`config.mk`:
```
export PLATFORM = sky130hd
export DESIGN_NAME = smac_queue
export DESIGN_NICKNAME = d
export VERILOG_FILES = /design/src/design/smac_pkg.sv /design/src/design/smac_queue.sv
export SDC_FILE = /design/constraint.sdc
export NUM_CORES = 1
export LEC_CHECK = 0
export ABC_AREA = 1
export BUFFER_PORTS_ARGS = -buffer_cell sky130_fd_sc_hd__buf_2
export CAP_MARGIN = 20
export CORE_AREA = 5 5 146 148
export CTS_CLUSTER_SIZE = 25
export DETAILED_ROUTE_END_ITERATION = 12
export DIE_AREA = 0 0 151 153
export PLACE_DENSITY = 0.76
export SLEW_MARGIN = 20
export SYNTH_ARGS = -nofsm -noshare
export SYNTH_HDL_FRONTEND = slang
export SYNTH_SLANG_ARGS = --single-unit
```
`constraint.sdc`:
```
create_clock -name clk_i -period 9.2 [get_ports clk_i]
set_input_delay 0.46 -clock clk_i [delete_from_list [all_inputs] [get_ports clk_i]]
set_output_delay 0.46 -clock clk_i [all_outputs]
set_load 0.02 [all_outputs]
```
`src/design/smac_pkg.sv`:
```
// Shared types, codes and constants for the sized memory access block.
package smac_pkg;

  localparam int unsigned WORD_COUNT_DEFAULT = 4096;
  localparam logic [15:0] MEMORY_BYTES_RESET = 16'h8000;

  localparam int unsigned QUEUE_DEPTH = 2;
  localparam int unsigned QUEUE_PTR_W = 1;
  localparam int unsigned QUEUE_CNT_W = 2;

  localparam logic [1:0] CMD_LOAD  = 2'd0;
  localparam logic [1:0] CMD_STORE = 2'd1;
  localparam logic [1:0] CMD_CAS   = 2'd2;

  localparam logic [1:0] SIZE_FOUR = 2'd2;

  localparam logic [2:0] FAULT_NONE       = 3'd0;
  localparam logic [2:0] FAULT_LOAD_BND   = 3'd1;
  localparam logic [2:0] FAULT_LOAD_ALIGN = 3'd2;
  localparam logic [2:0] FAULT_STORE_BND  = 3'd3;
  localparam logic [2:0] FAULT_STORE_ALIGN = 3'd4;

  typedef enum logic [1:0] {
    OP_NONE,
    OP_LOAD,
    OP_STORE,
    OP_CAS
  } op_e;

  typedef enum logic {
    ST_FETCH,
    ST_EXEC
  } back_state_e;

  typedef struct packed {
    logic [1:0]  cmd;
    logic [1:0]  size_code;
    logic [31:0] address;
    logic [63:0] write_value;
    logic [31:0] compare_value;
  } req_t;

  typedef struct packed {
    logic [63:0] read_data;
    logic        success;
    logic [2:0]  fault_code;
    logic [31:0] fault_address;
  } resp_t;

  typedef struct packed {
    op_e         op;
    logic [1:0]  size_code;
    logic [31:0] address;
    logic [63:0] write_value;
    logic [31:0] compare_value;
    logic [2:0]  fault_code;
  } entry_t;

  typedef struct packed {
    logic empty;
    logic full;
  } queue_status_t;

endpackage

```
`src/design/smac_queue.sv`:
```
// Short queue of classified requests between the front and back ends.
module smac_queue (
  input  logic                    clk_i,
  input  logic                    rst_ni,
  input  logic                    push_i,
  input  smac_pkg::entry_t        push_entry_i,
  input  logic                    pop_i,
  output smac_pkg::entry_t        head_o,
  output smac_pkg::queue_status_t status_o
);

  smac_pkg::entry_t                   slots_q [smac_pkg::QUEUE_DEPTH];
  logic [smac_pkg::QUEUE_PTR_W-1:0]   wr_ptr_q;
  logic [smac_pkg::QUEUE_PTR_W-1:0]   wr_ptr_d;
  logic [smac_pkg::QUEUE_PTR_W-1:0]   rd_ptr_q;
  logic [smac_pkg::QUEUE_PTR_W-1:0]   rd_ptr_d;
  logic [smac_pkg::QUEUE_CNT_W-1:0]   count_q;
  logic [smac_pkg::QUEUE_CNT_W-1:0]   count_d;

  always_comb begin
    wr_ptr_d = wr_ptr_q;
    rd_ptr_d = rd_ptr_q;
    count_d  = count_q;
    if (push_i) begin
      wr_ptr_d = wr_ptr_q + 1'b1;
    end
    if (pop_i) begin
      rd_ptr_d = rd_ptr_q + 1'b1;
    end
    if (push_i && !pop_i) begin
      count_d = count_q + 1'b1;
    end else if (pop_i && !push_i) begin
      count_d = count_q - 1'b1;
    end
  end

  always_ff @(posedge clk_i or negedge rst_ni) begin
    if (!rst_ni) begin
      wr_ptr_q <= '0;
      rd_ptr_q <= '0;
      count_q  <= '0;
    end else begin
      wr_ptr_q <= wr_ptr_d;
      rd_ptr_q <= rd_ptr_d;
      count_q  <= count_d;
    end
  end

  always_ff @(posedge clk_i) begin
    if (push_i) begin
      slots_q[wr_ptr_q] <= push_entry_i;
    end
  end

  assign head_o         = slots_q[rd_ptr_q];
  assign status_o.empty = (count_q == '0);
  assign status_o.full  = (count_q == smac_pkg::QUEUE_CNT_W'(smac_pkg::QUEUE_DEPTH));

endmodule

```
# Word-level counts from Yosys, hierarchy flattened
# Memory sizes are Yosys's and may differ from the RTL's.
# Cells that the tools add are included.
word_totals:
  reg_bits: 4
  mem_bits_rw: 270
  inputBits: 139
  out_inout_bits: 137
  elab_cells: 19
  memories: 1
memory_table:
  columns: ["memory", "depth", "width", "rd", "rd_clocked_by_memory_dff", "write_ports", "line", "rtl"]
  rows:
  - ["slots_q", 2, 135, 1, 0, 1, "smac_queue.sv:12", "smac_pkg::entry_t slots_q [smac_pkg::QUEUE_DEPTH];"]
op_classes:
  n_addsub: 4
  eq_ne: 1
  n_mux: 4
  reduce_logical: 6
ops:
  columns: ["cell", "count"]
  rows:
  - ["$mux 2", 2]
  - ["$add 1x1->1 const B", 2]
  - ["$add 2x1->2 const B", 1]
  - ["$eq 2x2->1 const B", 1]
  - ["$logic_and 1x1->1", 2]
  - ["$logic_not 1->1", 2]
  - ["$logic_not 2->1", 1]
  - ["$mux 1", 2]
  - ["$reduce_bool 2->1", 1]
  - ["$sub 2x1->2 const B", 1]

# Longest topological paths before layout
depth:
  word_depth: 4
  ltp_mapped: 7
  depth_no_buf: 7

# Worst setup path before layout
# No wires, ideal clock.
synth_path:
  kind: "in2reg"
  start: "in push_i"
  end: "mem slots_q[0][0] (netlist bit) (enable)"
  setup_ns: 0.635
  t_arrival_ns: 6.146
  required_time_ns: 8.565
  slack_ns: 2.419
  path_stages: 2
  n_path_buf: 0
  cell_sequence: "inv_1 nor2_1"
synth_via:
  elab_chain_len: 2
synth_lines:
  columns: ["item", "line", "rtl"]
  rows:
  - ["start: declaration", "smac_queue.sv:5", "input logic push_i,"]
  - ["$mux 1", "smac_queue.sv:50", "if (push_i) begin"]
  - ["$mux 1 (implied by the code)", "smac_queue.sv:51", "slots_q[wr_ptr_q] <= push_entry_i;"]
  - ["end: declaration", "smac_queue.sv:12", null]
# No other way between the ends.

==> key figures <==
GRT
  • First-pass GRT wire length: 29,100 um
  • Largest net degree at the start of global routing: 80
  • Total track usage: 0.1580
  • Remaining Overflow, GRT: 0
  • Number of global-route vias before repair: 5,609
  • Antenna violations before repair: 0

Routing
  • Post-Route WL: 19,010 um
  • WL per Instance: 18.45 um
  • DR pass1 iterations: 4
  • Vias/cell: 4.953
  • Remaining antenna violation count: 0
  • First DRT Iteration DRCs: 243
  • DR DRC count: 0
  • Detailed-route via count: 5,102

Timing
  • Fmax: 0.3310 GHz
  • Final worst-path cycle share: 0.3284
  • Final Setup Violations: 0
  • Slew @ Worst Pin: 1.067 ns
  • RSZ-0062 raised after global routing: no
  • Min cycle time layout: 3.022 ns
  • Final worst slack: 6.178 ns
  • Fin. Hold Viols: 0
  • Slew HR: 0.2889
  • Max Slew Vio Count: 0
  • Skew final: 0.007626 ns
  • Setup TNS: 0 ns

Synth
  • Cell variety after synth: 14
  • Mux contribution to synthesized area: 0.1654
  • Flops & latches, synth: 274
  • Compound-Gate Fraction of Synth Area: 0
  • Gate Count Post-Synth: 445
  • Adder-Cell Fraction of Synth Area: 0.001239
  • Ys Warns: 0
  • Mapped Area: 10,100 um^2
  • Register area share after synthesis: 0.8129
  • Simple-gate portion of the synthesized area: 0.004089
  • Largest family of logic cells by synthesized area: multiplexers
  • Post-Synth XOR/XNOR Area: 0.002602
  • Synth Net Count: 585
  • Synthesized area per cell: 22.69 um^2

Place
  • PortBufs: 275
  • Dpl ws: 6.682 ns
  • Placer congestion estimate: 0.7746
  • Final HPWL DP: 13,090 um
  • Inst Count DP: 980

Clocking
  • Number of buffers created by CTS: 27
  • Clock tree buffer depth: 3
  • Root Buffer: clkbuf_16
  • CTS H-tree depth: 1
  • Cts repair resizes: 0
  • Clk sink count: 274
  • Clk slew on worst S/H paths: 0.06 ns
  • CTS tree: done
  • Clk_lat worst skew: 0.51 ns

Worst setup path
  • Slowest stage delay, CP: 0.72 ns
  • CP Data Arrival Time: 2.56 ns
  • CP Max Fanout: 66
  • Crit end category: output pin
  • Critical R2R Launch: wr_ptr_q$_DFFE_PN0P_
  • CP Class: reg -> out
  • WP data required: 8.74 ns
  • RR Endpoint: slots_q[1][73]$_DFFE_PP_
  • Worst setup SP type: flop
  • Crit-path slowest cell: buf_4
  • Buf+Inv Stages, Crit Path: 2
  • Worst path cell trace: buf_4 -> mux2_2 -> buf_2
  • R2R Setup Slk: 6.89 ns
  • Worst reg-to-reg path cell count: 3
  • Delay-heaviest family, CP: buffers and inverters

Floorplan
  • Die W: 151 um
  • Initial Utilization: 0.5072
  • Total core area: 19,910 um^2
  • Die Footprint: 23,100 um^2
  • Io pins: 276
  • Num rows: 52
  • Die Height: 153 um

Power and ir drop
  • Internal: 2.782 mW
  • Power Dens Cells: 321.3 nW/um^2
  • Pleak: 4.889 nW
  • Logic pwr share: 0.319
  • Worst vdd ir: 0.0002273 V
  • Switch Pwr: 1.266 mW
  • Clock power share: 0.251
  • Total power: 4.048 mW
  • Sequential share of power: 0.430
  • Net Sw Frac: 0.3128

Final layout
  • Layout Nets: 880
  • Finished Layout Cells: 1,030
  • Layout area overhead: 24.80%
  • Share of cells above drive strength 1: 0.6026
  • Fillers: 1,426
  • # diodes: 0

Hold path
  • Worst hold stages: 1
  • Worst Hold Class: in -> reg
  • Worst hold path startpoint: push_entry_i[86]
  • Endpoint, Worst Hold: slots_q[1][86]$_DFFE_PP_

Run
  • Max-Cap Viols: 0

Outcome
  • Outcome: complete, no violations
routing by layer:
| layer | track usage | vias to the layer above | share of wire |
|---|---|---|---|
| met1 | 0.1953 | 2508 | 0.37 |
| li1 | - | 2352 | - |
| met4 | 0.03670 | 0 | 0.019 |
| met2 | 0.2726 | 211 | 0.51 |
| met5 | 0 | - | 0 |
| met3 | 0.04916 | 31 | 0.098 |
worst register-to-register path, stage by stage (launching register included):
cell and delay, ns:
dfrtp_1 0.42, nand2_1 0.14, inv_6 0.45, buf_4 0.85
area by class of cell:
class,count,area [um^2],share of cell area
Tap cell,270,337.8,0.02681
Sequential cell,274,8212,0.6517
Inverter,7,31.28,0.002482
Multi-Input combinational cell,149,1758,0.1395
Clock buffer,38,757.0,0.06007
Clock inverter,11,81.33,0.006454
Timing Repair Buffer,281,1424,0.1130
kinds of logic (layout without fill, tap and decap cells):
family	after synthesis	after routing
buffers and inverters	22	337
and+or+nand+nor	10	10
DFF	274	274
xor gates and xnor gates	3	3
muxes	135	135
adders and majority gates	1	1
layout by cell type (no fill, tap or decap):
cell / instances
inv_6: 2
dlygate4sd3_1: 1
nor2_1: 2
dfrtp_4: 1
mux2_2: 95
nand3_1: 1
clkinv_1: 2
buf_2: 275
nor2_4: 1
nand2_1: 5
clkinv_2: 7
inv_1: 6
clkbuf_1: 7
dfrtp_1: 3
mux2_4: 40
edfxtp_1: 270
xor2_1: 2
xnor2_1: 1
clkbuf_8: 4
ha_1: 1
clkbuf_16: 27
nand4_1: 1
bufinv_16: 1
buf_4: 5
synth_stat cells:
library cell | number | area, um^2
inv_1 | 7 | 26.28
nor2_1 | 3 | 11.26
nand4_1 | 1 | 6.260
nand3_1 | 1 | 5.000
nand2_1 | 5 | 18.77
xnor2_1 | 1 | 8.760
mux2_2 | 95 | 1070
dfrtp_1 | 4 | 100.1
edfxtp_1 | 270 | 8108
ha_1 | 1 | 12.51
buf_6 | 6 | 67.56
buf_2 | 9 | 45.04
xor2_1 | 2 | 17.52
mux2_4 | 40 | 600.6
what timing repair did:
| item | 4_1_cts | 5_1_grt |
|---|---|---|
| buffers inserted | 0 | 0 |
| endpoints found under the hold margin | 4 | 0 |
| hold buffers | 1 | 0 |
power by group through the flow:
stage                     logic (mW)  clock network [mW]  registers, mW
after global placement          1.29                   0           1.75
after CTS                       1.32                1.05           1.74
after detailed placement        1.31                   0           1.77
after floorplan                0.959                   0           1.76
final                           1.29                1.02           1.74
after global routing            1.38                1.11           1.76
worst max path at each step:
stage	from	endpoint	cells after the start
after floorplan	push_i	slots_q[0][0]$_DFFE_PP_	2
after detailed placement	push_i	slots_q[1][22]$_DFFE_PP_	4
after CTS	rd_ptr_q$_DFFE_PN0P_	head_o[21]	3
after global placement	rd_ptr_q$_DFFE_PN0P_	head_o[25]	3
final	rd_ptr_q$_DFFE_PN0P_	head_o[26]	3
after global routing	rd_ptr_q$_DFFE_PN0P_	head_o[30]	3
registers in the layout (all words and copies together) (netlist names):
| signal | cells |
|---|---|
| slots_q | 270 |
| wr_ptr_q | 1 |
| count_q | 2 |
| rd_ptr_q | 1 |
through the flow:
stage / util / instance area (um^2) / hold slack (ns)
2_1_floorplan: - / 10100 / 0.1644
3_3_place_gp: 0.5903 / 11750 / 0.2730
3_5_place_dp: 0.5903 / 11750 / 0.2738
4_1_cts: 0.6329 / 12600 / 0.1147
5_1_grt: 0.6329 / 12600 / 0.1060
6_report: 0.6329 / 12600 / 0.1347
No activity file was read; power rests on OpenSTA's default activity.
