### src/design/smac_pkg.sv
// Shared types, codes and constants for the sized memory access block.
package smac_pkg;

  localparam int unsigned WORD_COUNT_DEFAULT = 4096;
  localparam logic [15:0] MEMORY_BYTES_RESET = 16'h8000;

  localparam int unsigned QUEUE_DEPTH = 2;
  localparam int unsigned QUEUE_PTR_W = 1;
  localparam int unsigned QUEUE_CNT_W = 2;

  localparam logic [1:0] CMD_LOAD  = 2'd0;
  localparam logic [1:0] CMD_STORE = 2'd1;
  localparam logic [1:0] CMD_CAS   = 2'd2;

  localparam logic [1:0] SIZE_FOUR = 2'd2;

  localparam logic [2:0] FAULT_NONE       = 3'd0;
  localparam logic [2:0] FAULT_LOAD_BND   = 3'd1;
  localparam logic [2:0] FAULT_LOAD_ALIGN = 3'd2;
  localparam logic [2:0] FAULT_STORE_BND  = 3'd3;
  localparam logic [2:0] FAULT_STORE_ALIGN = 3'd4;

  typedef enum logic [1:0] {
    OP_NONE,
    OP_LOAD,
    OP_STORE,
    OP_CAS
  } op_e;

  typedef enum logic {
    ST_FETCH,
    ST_EXEC
  } back_state_e;

  typedef struct packed {
    logic [1:0]  cmd;
    logic [1:0]  size_code;
    logic [31:0] address;
    logic [63:0] write_value;
    logic [31:0] compare_value;
  } req_t;

  typedef struct packed {
    logic [63:0] read_data;
    logic        success;
    logic [2:0]  fault_code;
    logic [31:0] fault_address;
  } resp_t;

  typedef struct packed {
    op_e         op;
    logic [1:0]  size_code;
    logic [31:0] address;
    logic [63:0] write_value;
    logic [31:0] compare_value;
    logic [2:0]  fault_code;
  } entry_t;

  typedef struct packed {
    logic empty;
    logic full;
  } queue_status_t;

endpackage

### src/design/smac_front.sv
// Front end: size register, request checks and classification into queue entries.
module smac_front #(
  parameter int unsigned WORD_COUNT = smac_pkg::WORD_COUNT_DEFAULT
) (
  input  logic                    clk_i,
  input  logic                    rst_ni,
  input  logic                    in_valid_i,
  output logic                    in_stall_o,
  input  smac_pkg::req_t          in_word_i,
  input  logic                    cfg_valid_i,
  output logic                    cfg_ready_o,
  input  logic [15:0]             cfg_data_i,
  input  smac_pkg::queue_status_t q_status_i,
  output logic                    q_push_o,
  output smac_pkg::entry_t        q_entry_o
);

  localparam logic [32:0] StorageBytes = 33'(WORD_COUNT * 8);

  logic [15:0] memory_bytes_q;
  logic [15:0] memory_bytes_d;
  logic [32:0] limit;
  logic [32:0] end_addr;
  logic [1:0]  size_eff;
  logic [3:0]  size_bytes;
  logic [2:0]  align_mask;
  logic        is_store;
  logic        bounds_fault;
  logic        align_fault;

  assign cfg_ready_o = 1'b1;

  always_comb begin
    memory_bytes_d = memory_bytes_q;
    if (cfg_valid_i) begin
      memory_bytes_d = cfg_data_i;
    end
  end

  always_ff @(posedge clk_i or negedge rst_ni) begin
    if (!rst_ni) begin
      memory_bytes_q <= smac_pkg::MEMORY_BYTES_RESET;
    end else begin
      memory_bytes_q <= memory_bytes_d;
    end
  end

  always_comb begin
    size_eff     = (in_word_i.cmd == smac_pkg::CMD_CAS) ? smac_pkg::SIZE_FOUR
                                                        : in_word_i.size_code;
    size_bytes   = 4'b0001 << size_eff;
    align_mask   = 3'(size_bytes - 4'd1);
    is_store     = (in_word_i.cmd == smac_pkg::CMD_STORE);
    limit        = ({17'b0, memory_bytes_q} > StorageBytes) ? StorageBytes
                                                            : {17'b0, memory_bytes_q};
    end_addr     = {1'b0, in_word_i.address} + {29'b0, size_bytes};
    bounds_fault = (end_addr > limit);
    align_fault  = |(in_word_i.address[2:0] & align_mask);

    q_entry_o.size_code     = size_eff;
    q_entry_o.address       = in_word_i.address;
    q_entry_o.write_value   = in_word_i.write_value;
    q_entry_o.compare_value = in_word_i.compare_value;
    q_entry_o.fault_code    = smac_pkg::FAULT_NONE;
    q_entry_o.op            = smac_pkg::OP_NONE;

    case (in_word_i.cmd)
      smac_pkg::CMD_LOAD, smac_pkg::CMD_STORE, smac_pkg::CMD_CAS: begin
        if (bounds_fault) begin
          q_entry_o.fault_code = is_store ? smac_pkg::FAULT_STORE_BND
                                          : smac_pkg::FAULT_LOAD_BND;
        end else if (align_fault) begin
          q_entry_o.fault_code = is_store ? smac_pkg::FAULT_STORE_ALIGN
                                          : smac_pkg::FAULT_LOAD_ALIGN;
        end else if (in_word_i.cmd == smac_pkg::CMD_LOAD) begin
          q_entry_o.op = smac_pkg::OP_LOAD;
        end else if (is_store) begin
          q_entry_o.op = smac_pkg::OP_STORE;
        end else begin
          q_entry_o.op = smac_pkg::OP_CAS;
        end
      end
      default: begin
        q_entry_o.op = smac_pkg::OP_NONE;
      end
    endcase
  end

  assign in_stall_o = q_status_i.full;
  assign q_push_o   = in_valid_i && !q_status_i.full;

endmodule

### config.mk
export PLATFORM = sky130hd
export DESIGN_NAME = smac_front
export DESIGN_NICKNAME = d
export VERILOG_FILES = /design/src/design/smac_pkg.sv /design/src/design/smac_front.sv
export SDC_FILE = /design/constraint.sdc
export NUM_CORES = 1
export LEC_CHECK = 0
export ABC_AREA = 1
export BUFFER_PORTS_ARGS = -buffer_cell sky130_fd_sc_hd__buf_4
export CORE_AREA = 2 2 114 116
export CTS_BUF_LIST = sky130_fd_sc_hd__clkbuf_4 sky130_fd_sc_hd__clkbuf_8 sky130_fd_sc_hd__clkbuf_16
export DETAILED_ROUTE_END_ITERATION = 10
export DIE_AREA = 0 0 116 118
export PLACE_DENSITY = 0.66
export SLEW_MARGIN = 20
export SYNTH_ARGS = -nofsm -noshare
export SYNTH_HDL_FRONTEND = slang
export SYNTH_SLANG_ARGS = --single-unit
### constraint.sdc
create_clock -name clk_i -period 9.8 [get_ports clk_i]
set_clock_uncertainty 0.2 [all_clocks]
set_input_delay 1.96 -clock clk_i [delete_from_list [all_inputs] [get_ports clk_i]]
set_output_delay 1.96 -clock clk_i [all_outputs]
set_load 0.005 [all_outputs]
After elaboration in Yosys (flattened, before gate mapping)
Cells that the tools add are included.
W data, S select, Z words.
{"block": "word_totals", "out_inout_bits": 138, "wordCells": 26, "regBits": 16, "in_bits": 154}
{"block": "classes", "n_addsub": 2, "reduce_logical": 5, "n_bitwise": 1, "n_mux": 12, "n_eq_ne": 2, "order_cmp": 2, "shifts": 1}
{"cell": "$add A32 B4 Y33", "count": 1}
{"cell": "$gt A33 B16 Y1", "count": 1}
{"cell": "$gt A16 B16 Y1 const B", "count": 1}
{"cell": "$mux W16", "count": 1}
{"cell": "$mux W2", "count": 6}
{"cell": "$mux W3", "count": 4}
{"cell": "$reduce_or A3 Y1", "count": 2}
{"cell": "$shl A1 B2 Y4 const A", "count": 1}
{"cell": "$and A3 B3 Y3", "count": 1}
{"cell": "$sub A3 B1 Y3 const B", "count": 1}
{"cell": "$eq A2 B1 Y1 const B", "count": 1}
{"cell": "$eq A2 B2 Y1 const B", "count": 1}
{"cell": "$logic_not A2 Y1", "count": 1}
{"cell": "$logic_and A1 B1 Y1", "count": 1}
{"cell": "$logic_not A1 Y1", "count": 1}
{"cell": "$mux W1", "count": 1}

Longest topological paths before layout
Gate-level depths: netlist of the first run.
{"block": "logic_depth", "word_depth": 9, "ltp_mapped": 28}

Worst setup path after synthesis of the first run
OpenSTA, ideal clock, no wires.
{"block": "synth_timing", "kind": "input to output", "from": "input port in_word_i[130] in the netlist's numbering", "to": "output port q_entry_o[1] in the netlist's numbering", "cell_stages": 28, "arrival_ps": 4609, "setup_slack_ps": 3031, "path_buffers": 0, "required_ps": 7640, "cell_sequence": "inv_1 > nand2_1 > nand2_1 > nor2_1 > ha_1 > fa_1 > nand2_1 > nand3_1 > nand2_2 > nor2_4 > xnor2_1 > inv_1 > ha_1 > nand2_1 > inv_1 > nand3_1 > nor3_1 > nand2_1 > nand2_1 > nand2_1 > nand2_1 > nand2_1 > nand2_1 > nand2_1 > nand3_2 > nand2_1 > nand2_1 > nor2_2"}
{"item": "from (decl)", "line": "smac_front.sv:9", "source": "input smac_pkg::req_t in_word_i,"}
{"item": "to (decl)", "line": "smac_front.sv:15", "source": "output smac_pkg::entry_t q_entry_o"}

==> results.cfg, run 1 <==
[outcome]
status = complete, no violations

[route]
drt_iter0_drc = 130
firstDrtPassIters = 4
drt-total-wl_um = 8480
wl_per_cell_um = 12.4
routed_via_density = 4.26
vias = 2916
ant_nets = 0
drc = 0

[worst_setup_path]
r2r_slack_ps = 8810
crit_path_end = q_entry_o[1]
reg2reg_depth = 2
startpoint_type = primary input
path_max_fanout = 5
critPathKind = primary input to output port
reg2reg_to = memory_bytes_q[15]
crit-reg2reg-launch = memory_bytes_q[15]
cp_data_arrival_time_ps = 5220
crit_top_cell = nand2_1
crit_slowest_cell = fa_1
critPathRequiredTime_ps = 7640
cp-end-kind = output port
worst_path_largest_cell_delay_ps = 420
crit_start = in_word_i[130]

[cts]
cts.repair.resized = 0
cts_tree = yes
clkSlewWorstSetupHoldPaths_ps = 50
numCtsBuffers = 3
cts_root_buf = clkbuf_16
post-cts-setup-buffers = 0
clockBufferDepth = 2
htree_levels = 1
clock_sinks = 16
clk_latency_ps = 240
cts_hold_buf = 0

[finish]
fin_nets = 690
layout.area.seq_um2 = 402
largest-register = memory_bytes_q
largestRegisters = memory_bytes_q (16)
final_common_cell = nand2_1
layout_common_cells = nand2_1 (156), buf_4 (97), inv_1 (58)
area_growth_pct = 1.03
nFillCells = 1428
multi_input_area_um2 = 1790
largest_reg_flops = 16
layout-drive-gt1-share = 0.253
fin_area_um2 = 3440
antenna_cells = 0

[synth]
ys_ff_latch = 16
synth.distinct_cells = 30
seq_area_frac_synth = 0.118
synth_top_area_frac = 0.287
synth_fp_nets = 722
synth_cells = 546
synthArstFlopShare = 1.00
synthFlopType = dfrtp_1
yosys_warnings = 0
synth_top_area_cell = buf_4
synth-edff-count = 0
syn_area_um2 = 3400
syn_area_per_cell_um2 = 6.23
synth.area.top_cells = buf_4 (29%), nand2_1 (17%), dfrtp_1 (11%)

[grt]
grt_overflow_total = 0
grt_pass1_vias = 2697
grt_start_max_net_pins = 30
grt_usage = 0.119
grt_pass1_wl_um = 13100
antenna_found_initial = 0

[timing]
fmaxAchievable_mhz = 136
setup_violations = 0
final_hold_viol_count = 0
slew_viol_final = 0
setup_tns_ps = 0
finalCritPeriodShare = 0.753
whs_ps = 343
period_minus_slack_ps = 7380
rsz0062_at_grt = no

[pwr]
peakVddDrop_v = 0.0000874
powerDensity_nw_per_um2 = 80.1
p_leak_uw = 0.00178

[place]
placed_cell_area_um2 = 3360
routabilityCongestion = 0.898
portBuffers = 97
hpwlAfterDp_um = 7380

[floorplan]
start_util = 0.274
die_w_um = 116
fp-row-count = 41
die_h_um = 118
core_area_um2 = 12400
dieArea_um2 = 13700
pin_count = 292

[hold_path]
hold_path_class = flop to flop
worstHoldStart = memory_bytes_q[7]

[job]
maxCapViolCount = 0
synth_stat cells, types with 6 or more instances:
library cell / instances
nand2_1: 156
buf_4: 130
inv_1: 58
nor2_1: 45
ha_1: 21
nand3_1: 20
o21ai_0: 16
dfrtp_1: 15
nand4_1: 12
xor2_1: 11
nor2_2: 8
a21oi_1: 7
nand2_2: 6
kinds of logic (layout without fill, tap and decap cells):
family	count (synthesis)	in the layout	synth area share
XOR/XNOR	16	16	0.0412
flip-flops	16	16	0.118
AND/OR/NAND/NOR	269	269	0.349
adder cells (fa/ha/maj)	22	22	0.0831
multiplexers	3	3	0.00993
AO/OA/AOI/OAI	26	26	0.0412
buffers and inverters	193	160	0.356
other	1	1	0.00110
through the flow:
stage	instances	util	worst slack, ps	total power, µW
floorplan	546	-	3030	182
global placement	681	0.270	2400	194
detailed placement	681	0.270	2400	196
CTS	685	0.277	2380	280
global route	685	0.277	2030	299
finish	685	0.277	2420	275
worst min path at each step:
| stage | slack, ps | cells past startpoint | to |
|---|---|---|---|
| final | 340 | 2 | memory_bytes_q[7] |
| after global routing | 370 | 2 | memory_bytes_q[10] |
| after CTS | 350 | 2 | memory_bytes_q[6] |
| after detailed placement | 340 | 2 | memory_bytes_q[6] |
| after global placement | 330 | 2 | memory_bytes_q[0] |
| after floorplan | 280 | 2 | memory_bytes_q[15] |
critical path, delay by kind of cell:
kind / cells / cell delay [ps]
buffers and inverters: 5 / 440
adders and majority gates: 3 / 930
xor gates and xnor gates: 1 / 130
and+or+nand+nor: 21 / 1760
metal layers:
metal | wire length, µm | GRT usage | up-vias
li1 | - | - | 1497
met1 | 3730 | 0.151 | 1250
met2 | 3730 | 0.190 | 133
met3 | 792 | 0.0304 | 36
met4 | 233 | 0.0506 | 0
met5 | 0 | 0 | -
area by class of cell:
class,instances,area share
inverters,59,0.0644
clock buffers,4,0.0240
multi-input cells,337,0.520
flip-flops and latches,16,0.117
well taps,172,0.0626
repair buffers,97,0.212
where the power goes:
| group | internal (µW) | switching (µW) | leakage [µW] |
|---|---|---|---|
| combinational | 53.0 | 64.5 | 0.00155 |
| clock | 57.8 | 24.0 | 0.0000416 |
| sequential | 72.6 | 3.39 | 0.000191 |
Note: power is estimated with default switching activity, not from simulation.
==> inputs of run 2 (changes only) <==
==> constraint.sdc (replaced) <==
create_clock -name clk_i -period 7.1 [get_ports clk_i]
set_clock_uncertainty 0.2 [all_clocks]
set_input_delay 1.42 -clock clk_i [delete_from_list [all_inputs] [get_ports clk_i]]
set_output_delay 1.42 -clock clk_i [all_outputs]
set_load 0.005 [all_outputs]
==> results.cfg, run 2 (same netlist as run 1, synthesis figures left out) <==
[outcome]
status = complete, no violations

[pwr]
p_int_uw = 259
power_frac_clock = 0.309
powerDensity_nw_per_um2 = 112
peakVddDrop_v = 0.000139
switchingPower_uw = 127
switching_share = 0.330
p_leak_uw = 0.00179
seq_power_share = 0.271
combPwrFrac = 0.419

[grt]
grtUsageMet3 = 0.0335
grt_pass1_vias = 2822
grtUsageMet2 = 0.199
grt_usage = 0.124
grt.busiest_layer = met2
grt_start_max_net_pins = 30
met1_usage = 0.154
grt_overflow_total = 0
grt_pass1_wl_um = 13500
antenna_found_initial = 0

[finish]
nFillCells = 1419
multi_input_area_um2 = 1790
largestRegisters = memory_bytes_q (16)
fin_nets = 690
layout.area.seq_um2 = 402
fin_area_um2 = 3440
largest-register = memory_bytes_q
final_common_cell = nand2_1
largest_reg_flops = 16
layout_common_cells = nand2_1 (156), buf_4 (97), inv_1 (58)
layout-drive-gt1-share = 0.253
antenna_cells = 0
fin_cells = 685
area_growth_pct = 1.21

[route]
routed_via_density = 4.25
wl_per_cell_um = 12.5
drt_iter0_drc = 93
ant_nets = 0
vias = 2912
drt-total-wl_um = 8560
drc = 0
firstDrtPassIters = 4

[timing]
fmaxAchievable_mhz = 159
period_minus_slack_ps = 6300
postLayoutSetupSlackWorst_ps = 803
setup_tns_ps = 0
setup_violations = 0
rsz0062_at_grt = no
finalCritPeriodShare = 0.887
slew_viol_final = 0
whs_ps = 337
final_hold_viol_count = 0

[floorplan]
fp-row-count = 41
dieArea_um2 = 13700
start_util = 0.274
pin_count = 292
die_h_um = 118
die_w_um = 116
core_area_um2 = 12400

[worst_setup_path]
crit_start = in_word_i[130]
cp-end-kind = output port
critPathBufInv = 5
path_delay_family = simple AND/OR/NAND/NOR gates
startpoint_type = primary input
crit_slowest_cell = fa_1
path_max_fanout = 5
crit_top_cell = nand2_1
cp_data_arrival_time_ps = 4680
critPathRequiredTime_ps = 5480
crit-reg2reg-launch = memory_bytes_q[15]
worst_path_largest_cell_delay_ps = 420
critPathKind = primary input to output port

[cts]
numCtsBuffers = 3
cts.repair.resized = 0
cts_tree = yes
clkSlewWorstSetupHoldPaths_ps = 50
cts_hold_buf = 0
post-cts-setup-buffers = 0
clockBufferDepth = 2
clk_latency_ps = 240
htree_levels = 1
clock_sinks = 16
cts_root_buf = clkbuf_16

[place]
portBuffers = 97
dpl.cell_count = 681
placed_cell_area_um2 = 3360
place_ws_ps = 799
routabilityCongestion = 0.942
hpwlAfterDp_um = 7420

[hold_path]
worstHoldStart = memory_bytes_q[14]
hold_path_class = flop to flop

[job]
maxCapViolCount = 0
run 2: cell count changes in the layout (fill, tap and decap cells not counted):
cell      delta
clkbuf_8     +1
clkbuf_4     -1
run 2: worst paths after layout:
check,end,slack (ps),depth (start not counted)
hold reg to reg,memory_bytes_q[14],340,1
setup / recovery,q_entry_o[1],800,30
max in group asynchronous,memory_bytes_q[15],5630,1
min in group asynchronous,memory_bytes_q[2],830,1
hold / removal,memory_bytes_q[14],340,1
setup reg to reg,memory_bytes_q[15],6110,2
run 2: metrics by stage:
step	total power (µW)	util
after floorplan	251	-
after global placement	268	0.270
after detailed placement	270	0.270
after CTS	392	0.277
after global routing	419	0.277
final	386	0.277
run 2: metal layers:
metal | vias up | share of wire
met5 | - | 0
met4 | 0 | 0.035
li1 | 1496 | -
met1 | 1237 | 0.43
met2 | 140 | 0.44
met3 | 39 | 0.099
run 2: power by group through the flow:
stage,combinational [µW],sequential (µW),clock [µW]
floorplan,146,105,0
global placement,162,106,0
detailed placement,163,106,0
CTS,164,105,123
global route,186,106,127
finish,162,105,119
run 2: layout make-up:
cell class              instances  area share
repair buffers                 97       0.211
multi-input cells             337       0.519
clock buffers                   4      0.0258
flip-flops and latches         16       0.117
inverters                      59      0.0643
well taps                     172      0.0625
==> inputs of run 3 (changes only) <==
--- a/config.mk
+++ b/config.mk
@@ -11,7 +11,7 @@
 export CTS_BUF_LIST = sky130_fd_sc_hd__clkbuf_4 sky130_fd_sc_hd__clkbuf_8 sky130_fd_sc_hd__clkbuf_16
 export DETAILED_ROUTE_END_ITERATION = 10
 export DIE_AREA = 0 0 116 118
-export PLACE_DENSITY = 0.66
+export PLACE_DENSITY = 0.72
 export SLEW_MARGIN = 20
 export SYNTH_ARGS = -nofsm -noshare
 export SYNTH_HDL_FRONTEND = slang
==> results.cfg, run 3 (same netlist as run 1, synthesis figures left out) <==
[outcome]
status = complete, no violations

[finish]
layout_common_cells = nand2_1 (156), buf_4 (97), inv_1 (58)
final_common_cell = nand2_1
largest_reg_flops = 16
largestRegisters = memory_bytes_q (16)
area_growth_pct = 1.21
fin_nets = 690
fin_util = 0.277
largest-register = memory_bytes_q
antenna_cells = 0
layout-drive-gt1-share = 0.253

[timing]
setup_violations = 0
rsz0062_at_grt = no
period_minus_slack_ps = 6280
setup_tns_ps = 0
slew_viol_final = 0
final_hold_viol_count = 0
finalCritPeriodShare = 0.885
postLayoutSetupSlackWorst_ps = 818
fmaxAchievable_mhz = 159

[cts]
post-cts-setup-buffers = 0
clockBufferDepth = 2
cts_tree = yes
cts_hold_buf = 0
clock_sinks = 16
clk_latency_ps = 250
numCtsBuffers = 3
htree_levels = 1
cts_root_buf = clkbuf_16
cts.repair.resized = 0
clkSlewWorstSetupHoldPaths_ps = 50

[route]
vias = 2944
wl_per_cell_um = 12.9
drt_iter0_drc = 215
drc = 0
firstDrtPassIters = 4
ant_nets = 0
routed_via_density = 4.30
drt-total-wl_um = 8870

[floorplan]
die_h_um = 118
dieArea_um2 = 13700
fp-row-count = 41
core_area_um2 = 12400
die_w_um = 116
pin_count = 292
start_util = 0.274

[worst_setup_path]
path_max_fanout = 5
cp-end-kind = output port
critPathRequiredTime_ps = 5480
crit_top_cell = nand2_1
worst_path_largest_cell_delay_ps = 430
critPathKind = primary input to output port
crit_slowest_cell = fa_1
startpoint_type = primary input
cp_data_arrival_time_ps = 4660

[place]
hpwlAfterDp_um = 7510
portBuffers = 97
routabilityCongestion = 0.921
place_ws_ps = 798

[grt]
grt_pass1_vias = 2750
grt_usage = 0.124
grtUsageMet3 = 0.0381
grtUsageMet2 = 0.190
grt.busiest_layer = met2
grt_start_max_net_pins = 30
met1_usage = 0.162
grt_pass1_wl_um = 13500
grt_overflow_total = 0
antenna_found_initial = 0

[pwr]
peakVddDrop_v = 0.000125
p_leak_uw = 0.00179
powerDensity_nw_per_um2 = 113
seq_power_share = 0.270
switchingPower_uw = 131
switching_share = 0.335
power_frac_clock = 0.310
combPwrFrac = 0.421
p_int_uw = 259

[job]
maxCapViolCount = 0

[hold_path]
hold_path_class = flop to flop
-- run 3: cell counts in the layout (fill, tap and decap cells not counted) --
No cell type changed its count.
-- run 3: per-layer routing --
layer  wire length (µm)  vias up  share of wire
li1                   -     1501              -
met5                  0        -              0
met2               3880      176           0.44
met3                930       25           0.10
met1               3840     1242           0.43
met4                209        0          0.024
-- run 3: per-stage QoR --
stage / hold slack (ps) / instances / area [µm²] / total power, µW
global placement: 327 / 681 / 3360 / 268
floorplan: 284 / 546 / 3400 / 251
finish: 336 / 685 / 3440 / 390
global route: 364 / 685 / 3440 / 419
CTS: 341 / 685 / 3440 / 393
detailed placement: 332 / 681 / 3360 / 271
-- run 3: area by class of cell --
class	instances	area [µm²]
repair buffers	97	728
clock buffers	4	88.8
multi-input cells	337	1790
well taps	172	215
fillers	1417	8970
flip-flops and latches	16	402
inverters	59	221
-- run 3: path summary, 6_finish.rpt --
kind | startpoint | depth (start not counted) | slack (ps) | to
setup / recovery | in_word_i[130] | 30 | 820 | q_entry_o[1]
hold / removal | memory_bytes_q[0] | 2 | 340 | memory_bytes_q[0]
setup reg to reg | memory_bytes_q[15] | 2 | 6050 | memory_bytes_q[15]
hold reg to reg | memory_bytes_q[0] | 2 | 340 | memory_bytes_q[0]
max in group asynchronous | rst_ni | 1 | 5630 | memory_bytes_q[15]
min in group asynchronous | rst_ni | 1 | 820 | memory_bytes_q[13]
-- run 3: worst max-delay path: cells and delay by family --
family | cells | cell delay [ps]
XOR/XNOR | 1 | 140
adder cells (fa/ha/maj) | 3 | 940
buffers and inverters | 5 | 440
AND/OR/NAND/NOR | 21 | 1720
-- run 3: power groups by stage --
stage / logic (µW) / clock network [µW] / registers (µW)
4_1_cts: 165 / 123 / 105
3_3_place_gp: 162 / 0 / 106
5_1_grt: 187 / 126 / 106
3_5_place_dp: 164 / 0 / 106
2_1_floorplan: 146 / 0 / 105
6_report: 164 / 121 / 105
